### config.mk
export PLATFORM = sky130hd
export DESIGN_NAME = salt_fifo
export DESIGN_NICKNAME = d
export VERILOG_FILES = /design/src/salt_pkg.sv /design/src/salt_fifo.sv
export SDC_FILE = /design/constraint.sdc
export NUM_CORES = 1
export LEC_CHECK = 0
export BUFFER_PORTS_ARGS = -buffer_cell sky130_fd_sc_hd__buf_4
export CAP_MARGIN = 15
export CELL_PAD_IN_SITES_DETAIL_PLACEMENT = 2
export CELL_PAD_IN_SITES_GLOBAL_PLACEMENT = 2
export CORE_MARGIN = 4
export CORE_UTILIZATION = 37
export DETAILED_ROUTE_END_ITERATION = 6
export GPL_TIMING_DRIVEN = 1
export PLACE_DENSITY = 0.85
export SLEW_MARGIN = 5
export SYNTH_ARGS = -nofsm -noshare
export SYNTH_HDL_FRONTEND = slang
export SYNTH_SLANG_ARGS = --single-unit
### constraint.sdc
create_clock -name i_clk -period 3.6 [get_ports i_clk]
set_clock_uncertainty 0.05 [all_clocks]
set_input_delay 0.18 -clock i_clk [delete_from_list [all_inputs] [get_ports i_clk]]
set_output_delay 0.18 -clock i_clk [all_outputs]
set_load 0.01 [all_outputs]
### src/salt_pkg.sv
// shared types, codes and helpers for the set-associative lru tracker
package salt_pkg;

    typedef enum logic [1:0] {
        KIND_LOAD   = 2'd0,
        KIND_STORE  = 2'd1,
        KIND_MODIFY = 2'd2,
        KIND_FETCH  = 2'd3
    } t_kind;

    typedef enum logic [1:0] {
        CFG_SET_INDEX_BITS    = 2'd0,
        CFG_WAYS_IN_USE       = 2'd1,
        CFG_BLOCK_OFFSET_BITS = 2'd2
    } t_cfg_index;

    localparam int MAX_OFFSET_BITS = 16;
    localparam int QUEUE_DEPTH     = 2;
    localparam int CFG_DATA_W      = 5;

    typedef struct packed {
        logic [3:0] set_index_bits;
        logic [2:0] ways_in_use;
        logic [4:0] block_offset_bits;
    } t_cfg;

    typedef struct packed {
        logic [1:0] hits_this_access;
        logic       missed;
        logic       evicted;
    } t_result_flags;

    function automatic logic [31:0] sat_add(input logic [31:0] v, input logic [1:0] inc);
        logic [32:0] sum;
        sum = {1'b0, v} + {31'd0, inc};
        return sum[32] ? 32'hFFFF_FFFF : sum[31:0];
    endfunction

endpackage

### src/salt_fifo.sv
// short queue between the front end and the lookup engine
module salt_fifo
    import salt_pkg::*;
#(
    parameter int W = 40
) (
    input  logic         i_clk,
    input  logic         i_rst_n,
    input  logic         i_push,
    input  logic [W-1:0] i_data,
    input  logic         i_pop,
    output logic [W-1:0] o_data,
    output logic         o_full,
    output logic         o_empty
);

    localparam int PTR_W = (QUEUE_DEPTH > 1) ? $clog2(QUEUE_DEPTH) : 1;
    localparam int CNT_W = $clog2(QUEUE_DEPTH + 1);

    logic [W-1:0]     r_data [QUEUE_DEPTH];
    logic [PTR_W-1:0] r_wp;
    logic [PTR_W-1:0] r_rp;
    logic [CNT_W-1:0] r_cnt;

    assign o_full  = (r_cnt == CNT_W'(QUEUE_DEPTH));
    assign o_empty = (r_cnt == '0);
    assign o_data  = r_data[r_rp];

    always_ff @(posedge i_clk) begin
        if (!i_rst_n) begin
            r_wp  <= '0;
            r_rp  <= '0;
            r_cnt <= '0;
        end else begin
            if (i_push) begin
                r_wp <= (r_wp == PTR_W'(QUEUE_DEPTH - 1)) ? '0 : r_wp + PTR_W'(1);
            end
            if (i_pop) begin
                r_rp <= (r_rp == PTR_W'(QUEUE_DEPTH - 1)) ? '0 : r_rp + PTR_W'(1);
            end
            if (i_push && !i_pop) begin
                r_cnt <= r_cnt + CNT_W'(1);
            end else if (i_pop && !i_push) begin
                r_cnt <= r_cnt - CNT_W'(1);
            end
        end
    end

    always_ff @(posedge i_clk) begin
        if (i_push) begin
            r_data[r_wp] <= i_data;
        end
    end

endmodule

Word level (Yosys, flattened, before mapping)
Memories as Yosys holds them, arrays and structs flattened. A register that Yosys moved wholly into a read port is not among the register bits.
Index checks and enable logic that the tools add are counted.
- register bits after elaboration: 4
- memory bits (writable): 80
- output and inout bits: 42
- logic and storage cells: 23
- memories kept: 1
- add/subtract/negate cells: 4
- equal/unequal tests: 1
- multiplexer cells: 8
- reduce and logical (&&, ||, !) cells: 6
- memories (memory ; words ; bits a word ; read ports ; clocked after Yosys merged registers in ; wr ports ; line ; RTL):
    r_data ; 2 ; 40 ; 1 ; 1 ; 1 ; salt_fifo.sv:20 ; logic [W-1:0] r_data [QUEUE_DEPTH];
- operator list (operator ; count):
    two-way mux 1 bit ; 6
    two-way mux 2 bit ; 2
    adder 1 bit (second input constant) ; 2
    adder 2 x 1 -> 2 bit (second input constant) ; 1
    equality test 2 bit (second input constant) ; 1
    logical AND 1 bit ; 2
    zero test 1 bit ; 2
    zero test 2 bit ; 1
    nonzero test 2 bit ; 1
    subtractor 2 x 1 -> 2 bit (second input constant) ; 1

Depth between registers and ports, before layout
Gate-level depths: netlist of run 1.
- word-level depth: 4
- gate-level depth with buffers: 5

Least setup slack after synthesis of run 1
OpenSTA, ideal clock, no wires.
- path kind: register -> register
- start: reg r_wp
- end: mem r_data[0][0], enable pin
- setup time: 0.443 ns
- arrival time: 2.126 ns
- data required time: 3.107 ns
- slack: 0.981 ns
- stages on the path, launching flop included: 2
- path buffers: 0
- cells stage by stage: dfxtp_1 > nor2b_1
- RTL lines (element ; line ; RTL):
    start, declared ; salt_fifo.sv:21 ; logic [PTR_W-1:0] r_wp;
    start signal, assigned ; salt_fifo.sv:36 ; r_wp <= (r_wp == PTR_W'(QUEUE_DEPTH - 1)) ? '0 : r_wp + PTR_W'(1);
    end, declared ; salt_fifo.sv:20 ;
No word-level cell before the write port.

==> flow_metrics.tcl, run 1 <==
set metrics [dict create \
    rows 33 \
    clk_latency_ps 330 \
    ys_seq_area_frac 0.8094 \
    drive_above_1_share 0.5053 \
    path_max_fanout 40 \
    synth_top_area_share 0.7770 \
    cts_root_buf "clkbuf_8" \
    clock_path_buffers 2 \
    endpoint_kind "primary output" \
    worst_slew_pin_slew_ps 1008 \
    slew_headroom 0.3280 \
    synth_nets 191 \
    cts_tree "yes" \
    grt_max_degree 41 \
    ant_nets 0 \
    initialDrtViolationCount 56 \
    min_from "i_rst_n" \
    synth_area_mm2 0.003092 \
    num_vias 1780 \
    numCtsBuffers 9 \
    p_leak_nw 1.683 \
    critPathKind "reg2out" \
    fmax_ghz 0.4648 \
    required_ps 3370 \
    setup_viol 0 \
    status "completed" \
    async_reset_ff_frac 0 \
    ys_ff_latch 85 \
    die_area_mm2 0.009882 \
    hold_path.class "in2reg" \
    tns_ps 0 \
    syn_inst 146 \
    core_mm2 0.008175 \
    grt_antenna_before_repair 0 \
    grt_pass1_vias 1996 \
    gp_congestion 0.6634 \
    routed_wl_um 7032 \
    clkTransAtPathRegs_ps 80 \
    grt_use_met1 0.1661 \
    arrival_ps 1920 \
    die_h_um 99.41 \
    num_io_pins 86 \
    powerDensity_mw_per_mm2 469.6 \
    peakVddDrop_uv 224.2 \
    finalNetCount 324 \
    post-route-drc-count 0 \
    grtUsageMet3 0.03576 \
    cp_slowest_stage_delay_ps 990 \
    hold_viol 0 \
    synth.distinct_cells 16 \
    crit_chain "mux2_2, buf_4" \
    die_w_um 99.41 \
    slew_violations 0 \
    clock_sink_count 85 \
    wl_per_cell_um 18.12 \
    critPathLaunchType "flip-flop" \
    ys.flop_type "edfxtp_1" \
    synth.avg_cell_area_um2 21.18 \
    area_growth_pct 44.19 \
    grtUsageTotal 0.1487 \
    ys_top_cells_by_area "edfxtp_1 (78%), mux2_2 (15%), dfxtp_1 (3.2%)" \
    yosys_warnings 0 \
    cts_setup_buffers 0 \
    finish.utilization 0.5453 \
    gr-max-usage-layer "met2" \
    grt_pass1_wl_um 11010 \
    diodes 0 \
    r2r_start "r_wp$_SDFFE_PN0P_" \
    synth-edff-count 80 \
    fin_crit_ps 2152 \
    min_period_over_period 0.5976 \
    htree_num_levels 3 \
    yosysMostFrequentCell "edfxtp_1" \
    netlist_top_cells_count "edfxtp_1 (80), mux2_2 (40), dfxtp_1 (5), and2_1 (4), buf_2 (4)" \
    synth_top_area_cell "edfxtp_1" \
    grt_overflow 0 \
    viasPerCell 4.588 \
    grt_setup_unrepaired "no" \
    cp_slowest_cell "dfxtp_2" \
    place_hpwl_um 4416 \
    port_buffers 85 \
    grt.met2_usage 0.2774 \
    drv_cap 0 \
    firstDrtPassIters 4 \
    start_util 0.3782 \
]
[timing repair]
item                      CTS  global route
hold buffers               40             0
hold endpoints to repair   80             0
resized for setup           0             0
[path summary, 6_finish.rpt]
kind              cells past startpoint  slack [ps]                      to
setup reg to reg                      1        1900  r_data[1][1]$_DFFE_PP_
hold reg to reg                       2         480   r_cnt[1]$_SDFFE_PN0P_
setup / recovery                      2        1450              o_data[14]
hold / removal                        2          40       r_rp$_SDFFE_PN0P_
[flip-flops by register name, indices dropped and copies added, names as in the netlist, named ones only]
register  count
r_cnt         2
r_data       80
r_rp          1
r_wp          1
[stage by stage]
step | setup slack, ps | total power [mW] | instances | hold WS [ps] | cell area (um^2)
6_report | 1448 | 2.093 | 388 | 38.97 | 4458
5_1_grt | 1315 | 2.197 | 388 | 25.68 | 4458
4_1_cts | 1380 | 2.120 | 388 | 16.21 | 4458
3_5_place_dp | 1774 | 1.460 | 333 | 318.0 | 3879
3_3_place_gp | 1753 | 1.440 | 332 | 315.0 | 3851
2_1_floorplan | 981.2 | 1.304 | 146 | 228.9 | 3092
[placed cells by master, fill, tap and decap left out, types with 2 or more instances in the layout]
cell	Yosys	final
dfxtp_1	5	4
and2_1	4	3
clkinv_1	0	2
buf_4	0	85
xor2_1	2	2
mux2_2	40	40
clkbuf_8	0	9
edfxtp_1	80	80
dlygate4sd3_1	0	40
clkinv_2	0	2
[layer usage]
metal | wire length [um] | vias up
met5 | 0 | -
met4 | 64 | 0
met3 | 317 | 5
met2 | 3986 | 51
met1 | 2664 | 896
li1 | - | 828
[worst max-delay path: cells and delay by family, from the launching register on]
kind | cells | cell delay (ps)
buf+inv | 1 | 150
mux | 1 | 430
flops | 1 | 990
[cell families (layout without fill, tap and decap cells)]
kind of cell             count (synthesis)  after routing  synth area share
flip-flops                              85             85            0.8094
multiplexers                            40             40            0.1457
AND/OR/NAND/NOR                          9              9           0.01821
buffers and inverters                    5            142          0.007688
AO/OA/AOI/OAI                            3              3          0.006475
XOR/XNOR                                 3              3          0.008500
adder cells (fa/ha/maj)                  1              1          0.004046
[cell type report]
cell class	instances	area (um^2)
Fill cell	738	3717
Clock inverter	6	55.05
Clock buffer	9	123.9
Multi-Input combinational cell	56	574.3
Tap cell	105	131.4
Timing Repair Buffer	126	1066
Inverter	1	3.754
Sequential cell	85	2504
[power breakdown]
part | internal, mW | switching [mW] | total (mW)
clock network | 0.310 | 0.315 | 0.625
logic | 0.179 | 0.115 | 0.294
registers | 1.14 | 0.0349 | 1.17
total | 1.63 | 0.465 | 2.09
Power figures use the tool's default switching activity.
==> run 2: changes to the inputs <==
ABC_AREA = 1   (was default)
CORE_UTILIZATION = 33   (was 37)
PLACE_DENSITY = 0.81   (was 0.85)
clock period = 1.95 ns   (was 3.6 ns; I/O delays follow)
==> run 2 against run 1 <==
Non-clock buffer count grew 8. Die area is 12% higher. Cell count up 12%. Flip-flop and latch count unchanged. Hold slack better by 62 ps. Setup slack worse by 1200 ps. Clock-buffer cell count is 1 higher. Largest power group unchanged. Core utilization down 5.0 points. Synthesized area up 1.1%.
==> flow_metrics.tcl, run 2 <==
set metrics [dict create \
    status "completed" \
    r2r_setup_slack_ps 530 \
    ys_ff_latch 85 \
    htree_num_levels 3 \
    yosys_warnings 0 \
    placed_area_mm2 0.003946 \
    grt_pass1_vias 2181 \
    grt_max_degree 28 \
    synth-edff-count 80 \
    p_leak_nw 1.757 \
    r2r_start "r_wp$_SDFFE_PN0P_" \
    endpoint_kind "primary output" \
    synth.avg_cell_area_um2 19.66 \
    crit_chain "buf_4, mux2_2, buf_4" \
    area_growth_pct 46.56 \
    grt_antenna_before_repair 0 \
    syn_inst 159 \
    r2r_end "r_data[1][18]$_DFFE_PP_" \
    finalNetCount 345 \
    die_w_um 105.3 \
    regMostFlops "r_data" \
    largest_reg_flops 80 \
    worst_path_most_repeated_cell "buf_4" \
    hold_path.class "in2reg" \
    core_mm2 0.009240 \
    top_regs "r_data x80, r_cnt x2" \
    diodes 0 \
    viasPerCell 4.291 \
    setup_viol 0 \
    cp_slowest_stage_delay_ps 410 \
    fmax_ghz 0.5815 \
    worst_slew_pin_slew_ps 392.4 \
    arrival_ps 1570 \
    netlist_top_cells_count "edfxtp_1 (80), mux2_2 (40), nor2_1 (9), inv_1 (8), nand2_1 (8)" \
    post-route-drc-count 0 \
    drive_above_1_share 0.4836 \
    synth_top_area_share 0.7686 \
    path_max_fanout 27 \
    slew_headroom 0.7384 \
    required_ps 1800 \
    synth_area_mm2 0.003125 \
    cts_root_buf "clkbuf_8" \
    num_io_pins 86 \
    grtUsageTotal 0.1360 \
    die_h_um 105.3 \
    yosysMostFrequentCell "edfxtp_1" \
    wl_per_cell_um 17.02 \
    grt_setup_unrepaired "no" \
    peakVddDrop_uv 314.5 \
    final_cell_mix "buf_4 (90), edfxtp_1 (80), dlygate4sd3_1 (43)" \
    drv_cap 0 \
    clkTransAtPathRegs_ps 70 \
    synth_top_area_cell "edfxtp_1" \
    gp_congestion 0.6608 \
    numCtsBuffers 9 \
    critPathLaunchType "flip-flop" \
    start_util 0.3383 \
    final_common_cell "buf_4" \
    synth_nets 204 \
    cp_top_family "buffers and inverters" \
    cts_tree "yes" \
    cp_slowest_cell "mux2_2" \
    fin_crit_ps 1720 \
    reg2regPathDepth 3 \
    initialDrtViolationCount 30 \
    ys_seq_area_frac 0.8006 \
    clock_sink_count 85 \
    cts_resized 0 \
    ant_nets 0 \
    grt_pass1_wl_um 11430 \
    die_area_mm2 0.01109 \
    synth.distinct_cells 12 \
    place_hpwl_um 4613 \
    rows 35 \
    dp_slack_ps 507.2 \
    hold_viol 0 \
    firstDrtPassIters 3 \
    setup_ws_ps 230.2 \
    clk_latency_ps 330 \
    tns_ps 0 \
    cts_setup_buffers 0 \
    critPathKind "reg2out" \
    grt_overflow 0 \
    worst-path-buf-inv 2 \
    async_reset_ff_frac 0 \
    slew_violations 0 \
    ys.flop_type "edfxtp_1" \
    cp-endpoint "o_data[34]" \
    clock_path_buffers 2 \
    num_vias 1858 \
    min_period_over_period 0.8819 \
    cp.depth 3 \
    port_buffers 85 \
    ys_top_cells_by_area "edfxtp_1 (77%), mux2_2 (14%), dfxtp_1 (3.2%)" \
    routed_wl_um 7370 \
    final_cell_area_mm2 0.004581 \
    powerDensity_mw_per_mm2 862.3 \
]
run 2: cell count changes in the layout (fill, tap and decap cells not counted), moves of 3 or more:
cell,change
dlygate4sd3_1,+3
nor2_1,+7
nand2_1,+8
buf_4,+5
and2_1,-3
inv_1,+6
run 2: layout make-up:
cell class                 instances  area (um^2)
fill                             866         4659
inverter                           8        30.03
sequential                        85         2504
multi-input combinational         62        555.5
clock inverter                     5        76.32
clock buffer                      10        127.6
timing repair buffer             134         1126
tap                              129        161.4
run 2: how the worst min path moves through the flow:
| stage | start | end | slack (ps) | cells after the start |
|---|---|---|---|---|
| after floorplan | i_data[0] | r_data[0][0]$_DFFE_PP_ | 150 | 0 |
| after global placement | i_data[2] | r_data[0][2]$_DFFE_PP_ | 230 | 1 |
| after detailed placement | i_data[9] | r_data[1][9]$_DFFE_PP_ | 240 | 1 |
| after CTS | i_push | r_cnt[0]$_SDFFE_PN0P_ | 90 | 3 |
| after global routing | i_push | r_cnt[0]$_SDFFE_PN0P_ | 110 | 3 |
| final | i_push | r_cnt[0]$_SDFFE_PN0P_ | 100 | 3 |
run 2: kinds of logic (layout without fill, tap and decap cells):
kind of cell | Yosys count | in the layout | synth area share
AOI/OAI and AO/OA | 2 | 2 | 0.003199
adders and majority gates | 1 | 1 | 0.004003
buffers and inverters | 12 | 157 | 0.02402
DFF | 85 | 85 | 0.8006
muxes | 40 | 40 | 0.1441
and+or+nand+nor | 19 | 19 | 0.02402
run 2: metal layers:
layer | vias up | global-route usage | share of wire
met3 | 8 | 0.02756 | 0.034
met1 | 920 | 0.1532 | 0.39
met2 | 50 | 0.2541 | 0.56
met5 | - | 0 | 0
met4 | 0 | 0.04499 | 0.010
li1 | 880 | - | -
run 2: through the flow:
step / total power, mW / hold slack, ps / instances / utilization
after floorplan: 2.385 / 146.4 / 159 / -
after global placement: 2.625 / 233.4 / 375 / 0.4271
after detailed placement: 2.649 / 237.0 / 375 / 0.4271
after CTS: 4.014 / 92.47 / 433 / 0.4957
after global routing: 4.150 / 113.1 / 433 / 0.4957
final: 3.950 / 100.9 / 433 / 0.4957
run 2: where the power goes:
part	internal, mW	switching [mW]
logic	0.303	0.236
clock network	0.709	0.568
registers	2.10	0.0293
total	3.12	0.834
run 2: worst min-delay path, delay by kind of cell:
kind            cells  cell delay (ps)
compound gates      1               60
fa+ha+maj           1              160
buf+inv             1              110
run 2: what timing repair did:
item | CTS | global route
endpoints found under the hold margin | 85 | 0
hold buffers | 43 | 0
endpoints found under the setup margin | 0 | 0
==> run 3: changes to the inputs <==
ABC_AREA = default   (was 1)
==> run 3 against run 2 <==
Routed wire length down 8.4%. Critical path type unchanged. Die area down 1.0%. Hold slack worse by 45 ps. Maximum frequency up 6.3%. Highest routed layer unchanged. Critical endpoint is now o_data[13]. Via count down 4.2%. Combinational power up 8.3%.
==> flow_metrics.tcl, run 3 (synthesis results as in run 1) <==
set metrics [dict create \
    drive_above_1_share 0.5052 \
    final_cell_mix "buf_4 (85), edfxtp_1 (80), dlygate4sd3_1 (41)" \
    cts_resized 0 \
    grt_pass1_vias 1993 \
    ctsHoldBuffers 41 \
    initialDrtViolationCount 24 \
    final_cell_count_no_fill 398 \
    diodes 0 \
    critPathLaunchType "flip-flop" \
    n_fill_cell 848 \
    routed_wl_um 6749 \
    clock_path_buffers 2 \
    setup_ws_ps 331.7 \
    tns_ps 0 \
    post-route-drc-count 0 \
    placed_area_mm2 0.003919 \
    core_mm2 0.009196 \
    area_growth_pct 45.12 \
    final_cell_area_mm2 0.004487 \
    peakVddDrop_uv 302.6 \
    firstDrtPassIters 4 \
    viasPerCell 4.472 \
    top_regs "r_data x80, r_cnt x2" \
    path_max_fanout 40 \
    cts_setup_buffers 0 \
    die_h_um 104.8 \
    hold_path.class "in2reg" \
    fin_crit_ps 1618 \
    wl_per_cell_um 16.96 \
    drv_cap 0 \
    numCtsBuffers 9 \
    slew_violations 0 \
    clkTransAtPathRegs_ps 80 \
    finalNetCount 327 \
    worst_slew_pin_slew_ps 247.6 \
    min_period_over_period 0.8299 \
    grt_max_degree 42 \
    place_hpwl_um 4111 \
    ant_nets 0 \
    grt_overflow 0 \
    port_buffers 85 \
    die_area_mm2 0.01098 \
    rows 35 \
    critPathKind "reg2out" \
    cts_tree "yes" \
    grtUsageTotal 0.1258 \
    num_io_pins 86 \
    required_ps 1800 \
    regMostFlops "r_data" \
    htree_num_levels 3 \
    final_common_cell "buf_4" \
    cts_root_buf "clkbuf_8" \
    num_vias 1780 \
    gp_congestion 0.6487 \
    status "completed" \
    setup_viol 0 \
    start_util 0.3362 \
    hold_viol 0 \
    largest_reg_flops 80 \
    dp_slack_ps 673.9 \
    endpoint_kind "primary output" \
    fmax_ghz 0.6179 \
    grt_antenna_before_repair 0 \
    p_leak_nw 1.692 \
    clock_sink_count 85 \
    clk_latency_ps 330 \
    dp.cells 341 \
    grt_setup_unrepaired "no" \
    grt_pass1_wl_um 10490 \
    powerDensity_mw_per_mm2 834.7 \
    arrival_ps 1470 \
    slew_headroom 0.8349 \
    die_w_um 104.8 \
]
## run 3: cell count changes in the layout (fill, tap and decap cells not counted), moves of 2 or more
cell           previous run  this run
nand2_1                   8         0
bufinv_16                 2         0
buf_4                    90        85
dlygate4sd3_1            43        41
and2_1                    0         3
buf_12                    1         3
inv_1                     7         1
clkinv_2                  1         3
xor2_1                    0         2
nor2_1                    8         1
## run 3: per-layer routing
metal / GRT usage / share of wire / vias up
li1: - / - / 840
met1: 0.1369 / 0.39 / 890
met2: 0.2365 / 0.56 / 44
met3: 0.02718 / 0.040 / 6
met4: 0.04780 / 0.0098 / 0
met5: 0 / 0 / -
## run 3: cell type report
class,count,area (um^2),share of cell area
clock buffers,10,127.6,0.02844
clock inverters,6,30.03,0.006693
inverters,1,3.754,0.0008366
repair buffers,129,1109,0.2471
well taps,111,138.9,0.03095
multi-input cells,56,574.3,0.1280
flip-flops and latches,85,2504,0.5580
## run 3: critical path: stages (launching register included)
cell and delay, ps:
dfxtp_2 350, buf_12 250, mux2_2 380, buf_4 150
## run 3: report_power, final
part,leakage [nW],internal (mW),total [mW],switching [mW]
Sequential,0.793,2.10,2.13,0.0295
Clock,0.0809,0.448,1.03,0.581
Combinational,0.819,0.340,0.584,0.244
## run 3: final timing paths
path | startpoint | to | slack, ps | cells past startpoint
worst min register to register | r_cnt[1]$_SDFFE_PN0P_ | r_cnt[1]$_SDFFE_PN0P_ | 460 | 2
worst min-delay path | i_pop | flip-flop | 60 | 3
worst max-delay path | flip-flop | o_data[13] | 330 | 3
worst max register to register | r_wp$_SDFFE_PN0P_ | r_data[1][15]$_DFFE_PP_ | 760 | 2
## run 3: stage by stage
step | utilization | hold WS (ps) | power, mW
finish | 0.4879 | 55.45 | 3.745
CTS | 0.4879 | 30.10 | 3.817
floorplan | - | 146.4 | 2.407
global placement | 0.4261 | 232.6 | 2.681
detailed placement | 0.4261 | 236.7 | 2.703
global route | 0.4879 | 41.03 | 3.936
